===== config.mk =====
export PLATFORM = sky130hd
export DESIGN_NAME = keypad_debounce_event_fifo_blink
export DESIGN_NICKNAME = d
export VERILOG_FILES = /design/src/rtl/kdfb_pkg.sv /design/src/rtl/keypad_debounce_event_fifo_blink.sv
export SDC_FILE = /design/constraint.sdc
export NUM_CORES = 1
export LEC_CHECK = 0
export ABC_AREA = 0
export BUFFER_PORTS_ARGS = -buffer_cell sky130_fd_sc_hd__buf_2
export CORE_MARGIN = 2
export CORE_UTILIZATION = 43
export CTS_CLUSTER_SIZE = 20
export DETAILED_ROUTE_END_ITERATION = 7
export GPL_TIMING_DRIVEN = 0
export SLEW_MARGIN = 40
export SYNTH_ARGS = -nofsm -noshare
export SYNTH_HDL_FRONTEND = slang
export SYNTH_SLANG_ARGS = --single-unit

===== constraint.sdc =====
create_clock -name clk -period 6.2 [get_ports clk]
set_input_delay 0.31 -clock clk [delete_from_list [all_inputs] [get_ports clk]]
set_output_delay 0.31 -clock clk [all_outputs]
set_load 0.05 [all_outputs]

===== src/rtl/kdfb_pkg.sv =====
`default_nettype none

package kdfb_pkg;

  // build defaults
  localparam int FIFO_DEPTH_DEF = 16;
  localparam int MAX_KEYS_DEF   = 16;

  // configuration port
  localparam int CFG_IDX_W  = 3;
  localparam int CFG_DATA_W = 64;

  localparam logic [CFG_IDX_W-1:0] REG_BLINK_RATE     = 3'd0;
  localparam logic [CFG_IDX_W-1:0] REG_BRIGHTNESS     = 3'd1;
  localparam logic [CFG_IDX_W-1:0] REG_SIXTEEN_KEYS   = 3'd2;
  localparam logic [CFG_IDX_W-1:0] REG_DEBOUNCE_TICKS = 3'd3;
  localparam logic [CFG_IDX_W-1:0] REG_KEY_MAP_LOW    = 3'd4;
  localparam logic [CFG_IDX_W-1:0] REG_KEY_MAP_HIGH   = 3'd5;

  // register reset values
  localparam logic [2:0]  BRIGHTNESS_RST   = 3'd5;
  localparam logic [7:0]  DEBOUNCE_RST     = 8'd40;
  localparam logic [63:0] KEY_MAP_LOW_RST  = 64'd3978425819141910832;
  localparam logic [63:0] KEY_MAP_HIGH_RST = 64'd5063528411713059128;

  // input kinds (tuser)
  localparam logic ACT_TICK = 1'b0;
  localparam logic ACT_READ = 1'b1;

  // command bytes and event marks
  localparam logic [7:0] CMD_OFF     = 8'h80;
  localparam logic [7:0] CMD_ON_BIT  = 8'h08;
  localparam logic [7:0] RELEASE_BIT = 8'h80;
  localparam logic [3:0] MS_PER_STEP = 4'd10;

  localparam int IN_DATA_W  = 16;
  localparam int OUT_DATA_W = 24;

endpackage

`default_nettype wire


===== src/rtl/keypad_debounce_event_fifo_blink.sv =====
// Read transfer: the result is loaded in S_FIN, reached through S_POP when an event is popped.
// Tick transfer: S_UPD once per scanned key (8 or 16), S_PRS once per key that queues
//   both a release and a press, then S_FIN; the scan runs one key a cycle, save for S_PRS
//   steps, through the debounce-count memory's read port. One item is in work at a time.
// A result may wait in the output register; the next item is taken once it is queued.
// Reset (rst_n low at a clock edge): registers to defaults, counts read as zero through
//   per-key valid bits, FIFO empty, blink pending; no clearing pass.
`default_nettype none

module keypad_debounce_event_fifo_blink #(
  parameter int FIFO_DEPTH = kdfb_pkg::FIFO_DEPTH_DEF,
  parameter int MAX_KEYS   = kdfb_pkg::MAX_KEYS_DEF
) (
  input  wire                               clk,
  input  wire                               rst_n,
  // configuration write port
  input  wire                               cfg_we,
  input  wire [kdfb_pkg::CFG_IDX_W-1:0]     cfg_index,
  input  wire [kdfb_pkg::CFG_DATA_W-1:0]    cfg_wdata,
  // input stream
  input  wire                               in_tvalid,
  output logic                              in_tready,
  input  wire [kdfb_pkg::IN_DATA_W-1:0]     in_tdata,   // [15:0] keys_down
  input  wire                               in_tuser,   // [0] action
  // result stream
  output logic                              out_tvalid,
  input  wire                               out_tready,
  output logic [kdfb_pkg::OUT_DATA_W-1:0]   out_tdata   // [7:0] key_code, [8] cmd_valid,
                                                        // [16:9] cmd_byte, [23:17] zero
);

  localparam int AW = (FIFO_DEPTH > 1) ? $clog2(FIFO_DEPTH) : 1;
  localparam int KW = $clog2(MAX_KEYS);
  localparam logic [KW:0] NK8   = (KW+1)'(8);
  localparam logic [KW:0] NKMAX = (KW+1)'(MAX_KEYS);

  localparam logic [2:0] S_IDLE = 3'd0;
  localparam logic [2:0] S_UPD  = 3'd1;
  localparam logic [2:0] S_PRS  = 3'd2;
  localparam logic [2:0] S_POP  = 3'd3;
  localparam logic [2:0] S_FIN  = 3'd4;

  // configuration
  logic [7:0]  blink_rate_r;
  logic [2:0]  brightness_r;
  logic        sixteen_r;
  logic [7:0]  deb_r;
  logic [63:0] map_lo_r;
  logic [63:0] map_hi_r;

  // blink state
  logic [3:0] ms_r, ms_nxt;
  logic [7:0] per_r, per_nxt;
  logic       pend_r, pend_nxt;
  logic       ph_r, ph_nxt;
  logic       b_emit;
  logic [7:0] b_cmd;
  logic [7:0] on_cmd;
  logic [3:0] ms_dec;
  logic [7:0] per_dec;

  // sequencer
  logic [2:0]          state_r, state_nxt;
  logic [KW-1:0]       key_r, key_nxt;
  logic [KW-1:0]       key_inc;
  logic [MAX_KEYS-1:0] keys_r;
  logic [KW:0]         n_eff;
  logic                last_key;

  // debounce count memory
  logic [7:0]          cnt_mem [MAX_KEYS];
  logic [7:0]          cnt_rdata_r;
  logic [MAX_KEYS-1:0] cnt_vld_r;
  logic [KW-1:0]       cnt_raddr;
  logic                cnt_we;
  logic [7:0]          cnt_wdata;
  logic [7:0]          cnt_cur;
  logic [7:0]          cnt_dec;
  logic                rel_ev;
  logic                prs_ev;

  // event FIFO
  logic [7:0]    fifo_mem [FIFO_DEPTH];
  logic [7:0]    fifo_rdata_r;
  logic [AW-1:0] wr_idx_r;
  logic [AW-1:0] rd_idx_r;
  logic          fifo_full;
  logic          fifo_empty;
  logic          push_req;
  logic          push_en;
  logic [7:0]    push_code;
  logic          pop_en;

  logic [127:0] kmap;
  logic [3:0]   key4;
  logic [7:0]   key_code;

  // result
  logic [7:0] res_code_r, res_code_nxt;
  logic       res_cv_r, res_cv_nxt;
  logic [7:0] res_cmd_r, res_cmd_nxt;
  logic       out_tvalid_r;
  logic [kdfb_pkg::OUT_DATA_W-1:0] out_tdata_r;
  logic       fin_load;

  logic in_acc;
  logic tick_acc;
  logic read_acc;

  function automatic logic [AW-1:0] idx_inc(input logic [AW-1:0] v);
    logic [AW-1:0] r;
    if (v == AW'(FIFO_DEPTH - 1)) r = '0;
    else r = v + 1'b1;
    return r;
  endfunction

  assign in_tready  = (state_r == S_IDLE);
  assign in_acc     = in_tvalid && in_tready;
  assign tick_acc   = in_acc && (in_tuser == kdfb_pkg::ACT_TICK);
  assign read_acc   = in_acc && (in_tuser == kdfb_pkg::ACT_READ);
  assign out_tvalid = out_tvalid_r;
  assign out_tdata  = out_tdata_r;

  assign fifo_empty = (rd_idx_r == wr_idx_r);
  assign fifo_full  = (idx_inc(wr_idx_r) == rd_idx_r);
  assign push_en    = push_req && !fifo_full;
  assign pop_en     = read_acc && !fifo_empty;

  assign n_eff    = sixteen_r ? NKMAX : NK8;
  assign last_key = ({1'b0, key_r} == (n_eff - 1'b1));
  assign key_inc  = key_r + 1'b1;

  assign kmap     = {map_hi_r, map_lo_r};
  assign key4     = 4'(key_r);
  assign key_code = kmap[{key4, 3'b000} +: 8];

  // blink step, applied on a tick transfer
  always_comb begin
    on_cmd   = kdfb_pkg::CMD_OFF | kdfb_pkg::CMD_ON_BIT | {5'b0, brightness_r};
    b_emit   = 1'b0;
    b_cmd    = 8'h00;
    ms_nxt   = ms_r;
    per_nxt  = per_r;
    pend_nxt = pend_r;
    ph_nxt   = ph_r;
    ms_dec   = ms_r - 1'b1;
    per_dec  = per_r - 1'b1;
    if (blink_rate_r == 8'd0) begin
      if (pend_r) begin
        b_emit   = 1'b1;
        b_cmd    = on_cmd;
        pend_nxt = 1'b0;
      end
    end else begin
      if (pend_r) begin
        b_emit   = 1'b1;
        b_cmd    = ph_r ? on_cmd : kdfb_pkg::CMD_OFF;
        pend_nxt = 1'b0;
      end
      if (ms_dec != 4'd0) begin
        ms_nxt = ms_dec;
      end else begin
        ms_nxt = kdfb_pkg::MS_PER_STEP;
        if (per_dec != 8'd0) begin
          per_nxt = per_dec;
        end else begin
          per_nxt  = blink_rate_r;
          pend_nxt = 1'b1;
          ph_nxt   = ~ph_r;
        end
      end
    end
  end

  // per-key debounce update
  always_comb begin
    cnt_cur   = cnt_vld_r[key_r] ? cnt_rdata_r : 8'd0;
    cnt_dec   = (cnt_cur != 8'd0) ? cnt_cur - 8'd1 : 8'd0;
    rel_ev    = (cnt_cur == 8'd1);
    prs_ev    = keys_r[key_r] && (cnt_dec == 8'd0);
    cnt_wdata = keys_r[key_r] ? deb_r : cnt_dec;
  end

  always_comb begin
    state_nxt    = state_r;
    key_nxt      = key_r;
    cnt_raddr    = key_r;
    cnt_we       = 1'b0;
    push_req     = 1'b0;
    push_code    = key_code;
    res_code_nxt = res_code_r;
    res_cv_nxt   = res_cv_r;
    res_cmd_nxt  = res_cmd_r;
    fin_load     = 1'b0;
    case (state_r)
      S_IDLE: begin
        if (tick_acc) begin
          key_nxt      = '0;
          cnt_raddr    = '0;
          res_code_nxt = 8'd0;
          res_cv_nxt   = b_emit;
          res_cmd_nxt  = b_cmd;
          state_nxt    = S_UPD;
        end else if (read_acc) begin
          res_code_nxt = 8'd0;
          res_cv_nxt   = 1'b0;
          res_cmd_nxt  = 8'd0;
          state_nxt    = fifo_empty ? S_FIN : S_POP;
        end
      end
      S_UPD: begin
        cnt_we    = 1'b1;
        push_req  = rel_ev || prs_ev;
        push_code = rel_ev ? (key_code | kdfb_pkg::RELEASE_BIT) : key_code;
        if (rel_ev && prs_ev) begin
          state_nxt = S_PRS;
        end else if (last_key) begin
          state_nxt = S_FIN;
        end else begin
          key_nxt   = key_inc;
          cnt_raddr = key_inc;
        end
      end
      S_PRS: begin
        push_req = 1'b1;
        if (last_key) begin
          state_nxt = S_FIN;
        end else begin
          key_nxt   = key_inc;
          cnt_raddr = key_inc;
          state_nxt = S_UPD;
        end
      end
      S_POP: begin
        res_code_nxt = fifo_rdata_r;
        state_nxt    = S_FIN;
      end
      S_FIN: begin
        if (!out_tvalid_r || out_tready) begin
          fin_load  = 1'b1;
          state_nxt = S_IDLE;
        end
      end
      default: begin
        state_nxt = S_IDLE;
      end
    endcase
  end

  // memories
  always_ff @(posedge clk) begin
    if (cnt_we) cnt_mem[key_r] <= cnt_wdata;
    cnt_rdata_r <= cnt_mem[cnt_raddr];
    if (push_en) fifo_mem[wr_idx_r] <= push_code;
    if (pop_en) fifo_rdata_r <= fifo_mem[rd_idx_r];
  end

  // payload
  always_ff @(posedge clk) begin
    key_r      <= key_nxt;
    res_code_r <= res_code_nxt;
    res_cv_r   <= res_cv_nxt;
    res_cmd_r  <= res_cmd_nxt;
    if (tick_acc) keys_r <= in_tdata[MAX_KEYS-1:0];
    if (fin_load) begin
      out_tdata_r <= {7'd0, res_cmd_r, res_cv_r, res_code_r};
    end
  end

  // control
  always_ff @(posedge clk) begin
    if (!rst_n) begin
      state_r      <= S_IDLE;
      cnt_vld_r    <= '0;
      wr_idx_r     <= '0;
      rd_idx_r     <= '0;
      out_tvalid_r <= 1'b0;
    end else begin
      state_r <= state_nxt;
      if (cnt_we) cnt_vld_r[key_r] <= 1'b1;
      if (push_en) wr_idx_r <= idx_inc(wr_idx_r);
      if (pop_en) rd_idx_r <= idx_inc(rd_idx_r);
      if (fin_load) out_tvalid_r <= 1'b1;
      else if (out_tready) out_tvalid_r <= 1'b0;
    end
  end

  // configuration and blink timer
  always_ff @(posedge clk) begin
    if (!rst_n) begin
      blink_rate_r <= 8'd0;
      brightness_r <= kdfb_pkg::BRIGHTNESS_RST;
      sixteen_r    <= 1'b0;
      deb_r        <= kdfb_pkg::DEBOUNCE_RST;
      map_lo_r     <= kdfb_pkg::KEY_MAP_LOW_RST;
      map_hi_r     <= kdfb_pkg::KEY_MAP_HIGH_RST;
      ms_r         <= kdfb_pkg::MS_PER_STEP;
      per_r        <= 8'd0;
      pend_r       <= 1'b1;
      ph_r         <= 1'b0;
    end else begin
      if (cfg_we) begin
        case (cfg_index)
          kdfb_pkg::REG_BLINK_RATE:     blink_rate_r <= cfg_wdata[7:0];
          kdfb_pkg::REG_BRIGHTNESS:     brightness_r <= cfg_wdata[2:0];
          kdfb_pkg::REG_SIXTEEN_KEYS:   sixteen_r    <= cfg_wdata[0];
          kdfb_pkg::REG_DEBOUNCE_TICKS: deb_r        <= cfg_wdata[7:0];
          kdfb_pkg::REG_KEY_MAP_LOW:    map_lo_r     <= cfg_wdata;
          kdfb_pkg::REG_KEY_MAP_HIGH:   map_hi_r     <= cfg_wdata;
          default: ;
        endcase
      end
      // a rate write restarts the blink cycle in the off phase
      if (cfg_we && (cfg_index == kdfb_pkg::REG_BLINK_RATE)) begin
        per_r  <= cfg_wdata[7:0];
        ms_r   <= kdfb_pkg::MS_PER_STEP;
        pend_r <= 1'b1;
        ph_r   <= 1'b0;
      end else if (tick_acc) begin
        ms_r   <= ms_nxt;
        per_r  <= per_nxt;
        pend_r <= pend_nxt;
        ph_r   <= ph_nxt;
      end
    end
  end

`ifndef SYNTHESIS
  a_pop_nonempty: assert property (@(posedge clk) disable iff (!rst_n)
    pop_en |-> (rd_idx_r != wr_idx_r))
    else $error("pop issued on empty FIFO");

  a_idx_range: assert property (@(posedge clk) disable iff (!rst_n)
    (wr_idx_r <= AW'(FIFO_DEPTH - 1)) && (rd_idx_r <= AW'(FIFO_DEPTH - 1)))
    else $error("FIFO index beyond depth");

  a_key_range: assert property (@(posedge clk) disable iff (!rst_n)
    ((state_r == S_UPD) || (state_r == S_PRS)) |-> ({1'b0, key_r} < n_eff))
    else $error("scan past last key");

  a_out_hold: assert property (@(posedge clk) disable iff (!rst_n)
    (out_tvalid_r && !out_tready) |=> (out_tvalid_r && $stable(out_tdata_r)))
    else $error("pending result changed");

  a_cmd_zero: assert property (@(posedge clk) disable iff (!rst_n)
    (out_tvalid_r && !out_tdata_r[8]) |-> (out_tdata_r[16:9] == 8'd0))
    else $error("command byte without command valid");
`endif

endmodule

`default_nettype wire


==> impl_metrics.ini, run 1 <==
[final_layout]
fillers = 4215
multi_input_comb_area_sq_mm = 0.00778
area_growth_syn_to_layout_pct = 18.6
fin_cells = 2630
layout.area.seq_sq_mm = 0.0132
layout-drive-gt1-share = 0.183
design.final.nets = 2026
commonest_non_fill_non_tap_cells_in_the_layout = nand2_1 (361), edfxtp_1 (306), dfxtp_1 (202), buf_2 (111), a21boi_0 (102)
most_common_cell_after_layout_fill_and_taps_aside = nand2_1

[die]
core_region_area_sq_mm = 0.0492
design.portCount = 115
rows = 81
start_util = 0.438
die-height_um = 228
die_w_um = 228
die_area_sq_mm = 0.0519

[cts]
cts-root-buf = clkbuf_16
cts.sink_count = 508
clk_pin_slew_ps = 60
cts.repair.resized = 0
post_cts_setup_repair_bufs = 0
cts_tree = built
clockBufferDepth = 3
clk_latency_ps = 600
cts.htree.levels = 2
cts_buffers = 52

[yosys]
netlist-cell-type-count = 74
synth-compound-area-share = 0.0823
yosys.area_share.simple = 0.125
number_of_warnings_printed_during_yosys_synthesis = 0
post_synth_mux_area_share = 0.130
sequential_share_of_the_synthesized_area = 0.615
mappedNetlistArea_sq_mm = 0.0215
xor_and_xnor_fraction_of_the_mapped_netlist_area = 0.00855
post_synth.cell_area_avg_sq_um = 12.8
synth-adder-area-share = 0.00930
synth_top_family_by_area = multiplexers
postSynth.asyncResetShare = 0
synth-main-ff-cell = edfxtp_1
synth.ff_latch_count = 508
synthesis.instances = 1681
edff_count_synth = 306

[min_path]
whs_path_depth = 3
min-delay-path-class = input port to register

[global_route]
grt.total_usage = 0.219
grt_overflow_total = 0
grt_antenna_before_repair = 4
grt_max_degree = 18
wire_length_of_the_first_global_routing_pass_um = 87000
number_of_global_route_vias_before_repair = 14500

[routing]
drc = 0
number_of_antenna_violating_nets_in_the_routed_design = 0
drt-initial-drc-count = 1066
firstDrtPassIters = 5
wl_um = 56800
wl_per_cell_um = 21.6
route.vias.total = 14400
avgViaCountPerCell = 5.47

[timing]
min_period_over_period = 0.872
finalHoldViolations = 0
rsz0062_at_grt = false
finalSetupTns_ps = 0
worst_slew_margin_rel = 0.434
peak_freq_mhz = 185
tightest_slew_ps = 849
clock-skew-final_ps = 19.4
timing.final.setup_violations = 0
report.final.slew_viol_count = 0
fin_crit_ps = 5410

[placement]
post-dp-hpwl_um = 39800
placed_cells = 2459
final_gp_congestion = 0.881
buffer_ports.inserted = 101

[pwr]
p_leak_nw = 9.04
cellPowerDensity_mw_per_mm2 = 384
maximum_vdd_drop_uv = 244
power.total_w = 0.00980

[critical_path]
r2r.worst_path.cells = 18
worst-endpoint-arrival_ps = 5620
worst_setup_start_kind = register
required_ps = 6410
setup.worst_path.class = register to register
worstSetupEndpointType = register
critical_path.max_fanout = 10

[run_status]
run_status = completed

[flow_run]
maxCapViolations = 0
area by class of cell:
class / instances / area share
antenna: 3 / 0.000294
clock inverter: 23 / 0.0101
clock buffer: 73 / 0.0585
inverter: 20 / 0.00294
tap: 664 / 0.0326
timing repair buffer: 177 / 0.0497
sequential: 508 / 0.519
multi-input combinational: 1047 / 0.305
buffer: 115 / 0.0225
synth_stat cells (22+ instances only):
cell type / count / area, sq um
edfxtp_1: 306 / 9190
nand3_1: 64 / 320
nor2b_1: 23 / 144
nor2_1: 41 / 154
nand2_1: 361 / 1360
dfxtp_1: 202 / 4040
and2_1: 27 / 169
mux4_2: 81 / 1820
mux2i_1: 62 / 621
a21boi_0: 102 / 766
mux2_2: 22 / 248
clkbuf_1: 74 / 278
critical path, stage by stage (launching register included):
cell       delay [ps]
dfxtp_1           450
buf_6             190
buf_8             190
nor2_4             70
a22oi_1           210
nand3_2           210
nand2_1           250
nand2_1           150
ha_1              200
clkbuf_1          180
xnor2_1           180
nand3_1           130
a2111oi_4         320
nor2_2            110
or3_1             390
or4b_4            560
a31oi_4           390
nand2_2           180
nor3_2            640
layer usage:
metal,track usage,up-vias,share of wire
li1,-,6619,-
met1,0.296,7206,0.44
met2,0.359,457,0.48
met3,0.0343,100,0.053
met4,0.0752,0,0.031
met5,0,-,0
registers in the layout, summed over array words and instances (netlist names), 8 cells and up:
name	count
cnt_mem	128
fifo_mem	128
map_hi_r	64
map_lo_r	64
cnt_vld_r	16
keys_r	16
out_tdata	13
blink_rate_r	8
cnt_rdata_r	8
deb_r	8
fifo_rdata_r	8
per_r	8
res_code_r	8
worst paths after layout:
path	startpoint	slack [ps]	to
worst max register to register	key4[0]	790	fifo_mem[0][6]
worst max-delay path	key4[0]	790	fifo_mem[0][6]
worst min-delay path	in_tvalid	50	state_r[2]
worst min register to register	res_code_r[7]	420	out_tdata[7]
stage by stage:
step	util	area, sq um	worst slack (ps)	hold slack [ps]
after floorplan	-	21600	1530	400
after global routing	0.519	25500	546	36.0
after detailed placement	0.468	23000	824	405
after global placement	0.466	22900	532	406
final	0.519	25500	794	54.4
after CTS	0.519	25500	804	11.0
logic make-up (layout without fill, tap and decap cells):
group | Yosys count | in the layout
adders and majority gates | 16 | 16
xor gates and xnor gates | 21 | 21
AOI/OAI and AO/OA | 236 | 236
buffers and inverters | 135 | 408
and+or+nand+nor | 594 | 594
muxes | 170 | 170
other | 1 | 13
DFF | 508 | 508
repair_timing:
action                                  CTS  global route
hold buffers                             72             0
endpoints found under the hold margin   127             0
endpoints found under the setup margin    0             0
where the power goes:
group | switching (W) | total [W] | internal (W) | leakage [nW]
Clock | 0.00131 | 0.00321 | 0.00189 | 0.842
Combinational | 0.00161 | 0.00243 | 0.000825 | 3.75
Sequential | 0.000105 | 0.00416 | 0.00406 | 4.44
Power figures use the tool's default switching activity.
==> run 2, diff against run 1 <==
- clock period: 6.2 -> 4.8 ns (I/O delays scaled with it)
==> run 2 against run 1 <==
  * Register-to-register slack got worse by 660 ps
  * Non-clock buffer count is 19 higher
  * Final cell count up 0.72%
  * Critical path type unchanged
  * Critical endpoint is now cnt_rdata_r[4]
  * Highest routed layer unchanged
==> impl_metrics.ini, run 2 (synthesized netlist as in run 1, its figures left out) <==
[run_status]
run_status = completed

[cts]
clk_pin_slew_ps = 60
cts_tree = built
cts.sink_count = 508
clk_latency_ps = 600
clockBufferDepth = 3
cts-root-buf = clkbuf_16
cts_buffers = 52
cts.htree.levels = 2

[critical_path]
worst_path_max_delay_cell = or3_4
critical_path.most_common_cell = buf_6
reg2reg_to = cnt_rdata_r[4]
worst_setup_start_kind = register
timing.critical_path.slowest_cell_delay_ps = 450
r2r.worst_path.cells = 19
setup.worst_path.class = register to register
critical_path.max_fanout = 10
timing.critical_path.cells = buf_6, buf_8, nor2_4, a22oi_4, nand4_4, nand2_4, nand2_1, ha_1, nand3_1, a2111oi_4, nor2_2, or3_4, a311oi_4, buf_4, buf_6, buf_6, mux2_2, o211ai_1, nand4_1
worst_r2r_startpoint = key4[1]
cp_buf_inv_count = 5
worstSetupEndpointType = register
cpLargestDelayFamily = simple AND/OR/NAND/NOR gates
required_ps = 5220
ff2ff_setup_slack_ps = 130
worst-endpoint-arrival_ps = 5080

[routing]
wl_um = 57300
avgViaCountPerCell = 5.46
drt-initial-drc-count = 1147
wl_per_cell_um = 21.6
number_of_antenna_violating_nets_in_the_routed_design = 0
drc = 0
route.vias.total = 14500
firstDrtPassIters = 5

[min_path]
whs_path_depth = 5
min-delay-path-class = input port to register
min_delay_worst_endpoint = pend_r
hold_wc_startpoint = in_tuser

[timing]
worst_slew_margin_rel = 0.435
clock-skew-final_ps = 22.7
peak_freq_mhz = 214
min_period_over_period = 0.973
finalSetupTns_ps = 0
timing.final.setup_violations = 0
tightest_slew_ps = 848
finalHoldViolations = 0
fin_crit_ps = 4670
rsz0062_at_grt = false
finalWorstSetupSlack_ps = 131
report.final.slew_viol_count = 0

[pwr]
cellPowerDensity_mw_per_mm2 = 493
maximum_vdd_drop_uv = 318
p_leak_nw = 9.17

[die]
die_area_sq_mm = 0.0519
die-height_um = 228
rows = 81
design.portCount = 115
core_region_area_sq_mm = 0.0492
start_util = 0.438
die_w_um = 228

[final_layout]
most_common_cell_after_layout_fill_and_taps_aside = nand2_1
top_regs = cnt_mem: 128 flops, fifo_mem: 128 flops
layout-drive-gt1-share = 0.195
multi_input_comb_area_sq_mm = 0.00792
design.final.nets = 2045
fillers = 4173
commonest_non_fill_non_tap_cells_in_the_layout = nand2_1 (360), edfxtp_1 (306), dfxtp_1 (201), buf_2 (111), a21boi_0 (102)
utilization = 0.527
layout.area.seq_sq_mm = 0.0132
post_route_cell_area_sq_mm = 0.0259
fin_cells = 2649
area_growth_syn_to_layout_pct = 20.4

[global_route]
grt_overflow_total = 0
grt_max_degree = 18
grt_antenna_before_repair = 3
grt.total_usage = 0.220
wire_length_of_the_first_global_routing_pass_um = 87600
number_of_global_route_vias_before_repair = 14700

[placement]
post-dp-hpwl_um = 39800
placement_setup_slack_ps = -576
final_gp_congestion = 0.881
detailed_place.area_sq_mm = 0.0230
buffer_ports.inserted = 101
placed_cells = 2459

[flow_run]
maxCapViolations = 0
## run 2: what timing repair did
item / 4_1_cts / 5_1_grt
gates resized for setup: 45 / 5
endpoints found under the hold margin: 163 / 0
pin swaps: 8 / 0
buffers inserted: 10 / 0
hold buffers: 82 / 0
endpoints found under the setup margin: 136 / 94
## run 2: worst max path at each step
| stage | depth (start not counted) | start | slack [ps] | to |
|---|---|---|---|---|
| 6_report | 19 | key4[1] | 130 | cnt_rdata_r[4] |
| 2_1_floorplan | 18 | key4[0] | 130 | fifo_mem[0][0] |
| 4_1_cts | 20 | key4[1] | 100 | cnt_rdata_r[4] |
| 5_1_grt | 20 | key4[1] | 2 | cnt_rdata_r[5] |
| 3_3_place_gp | 18 | key4[0] | -870 | fifo_mem[0][0] |
| 3_5_place_dp | 18 | key4[0] | -580 | fifo_mem[14][6] |
## run 2: worst register-to-register path: cells and delay by family (launching register included)
kind                     cells  cell delay, ps
AO/OA/AOI/OAI                4            1010
adder cells (fa/ha/maj)      1             390
buffers and inverters        5             900
flip-flops                   1             390
multiplexers                 1             350
AND/OR/NAND/NOR              8            1470
## run 2: cell type report
type / count / area share
Sequential cell: 508 / 0.511
Multi-Input combinational cell: 1047 / 0.306
Clock buffer: 73 / 0.0577
Timing Repair Buffer: 197 / 0.0576
Tap cell: 664 / 0.0321
Buffer: 114 / 0.0231
Clock inverter: 23 / 0.00995
Inverter: 20 / 0.00290
Antenna cell: 3 / 0.000290
## run 2: per-layer routing
metal,global-route usage,up-vias,part of all wire
li1,-,6649,-
met1,0.297,7255,0.43
met2,0.362,455,0.47
met3,0.0366,101,0.060
met4,0.0759,0,0.032
met5,0,-,0
## run 2: power breakdown
part | internal [W] | total, W | switching [W]
clock | 0.00244 | 0.00414 | 0.00170
sequential | 0.00524 | 0.00537 | 0.000136
combinational | 0.00115 | 0.00325 | 0.00211
## run 2: metrics by stage
stage	total power [W]	hold WS (ps)
6_report	0.0128	100
5_1_grt	0.0133	103
4_1_cts	0.0128	71.6
3_5_place_dp	0.00855	405
3_3_place_gp	0.00835	406
2_1_floorplan	0.00738	339
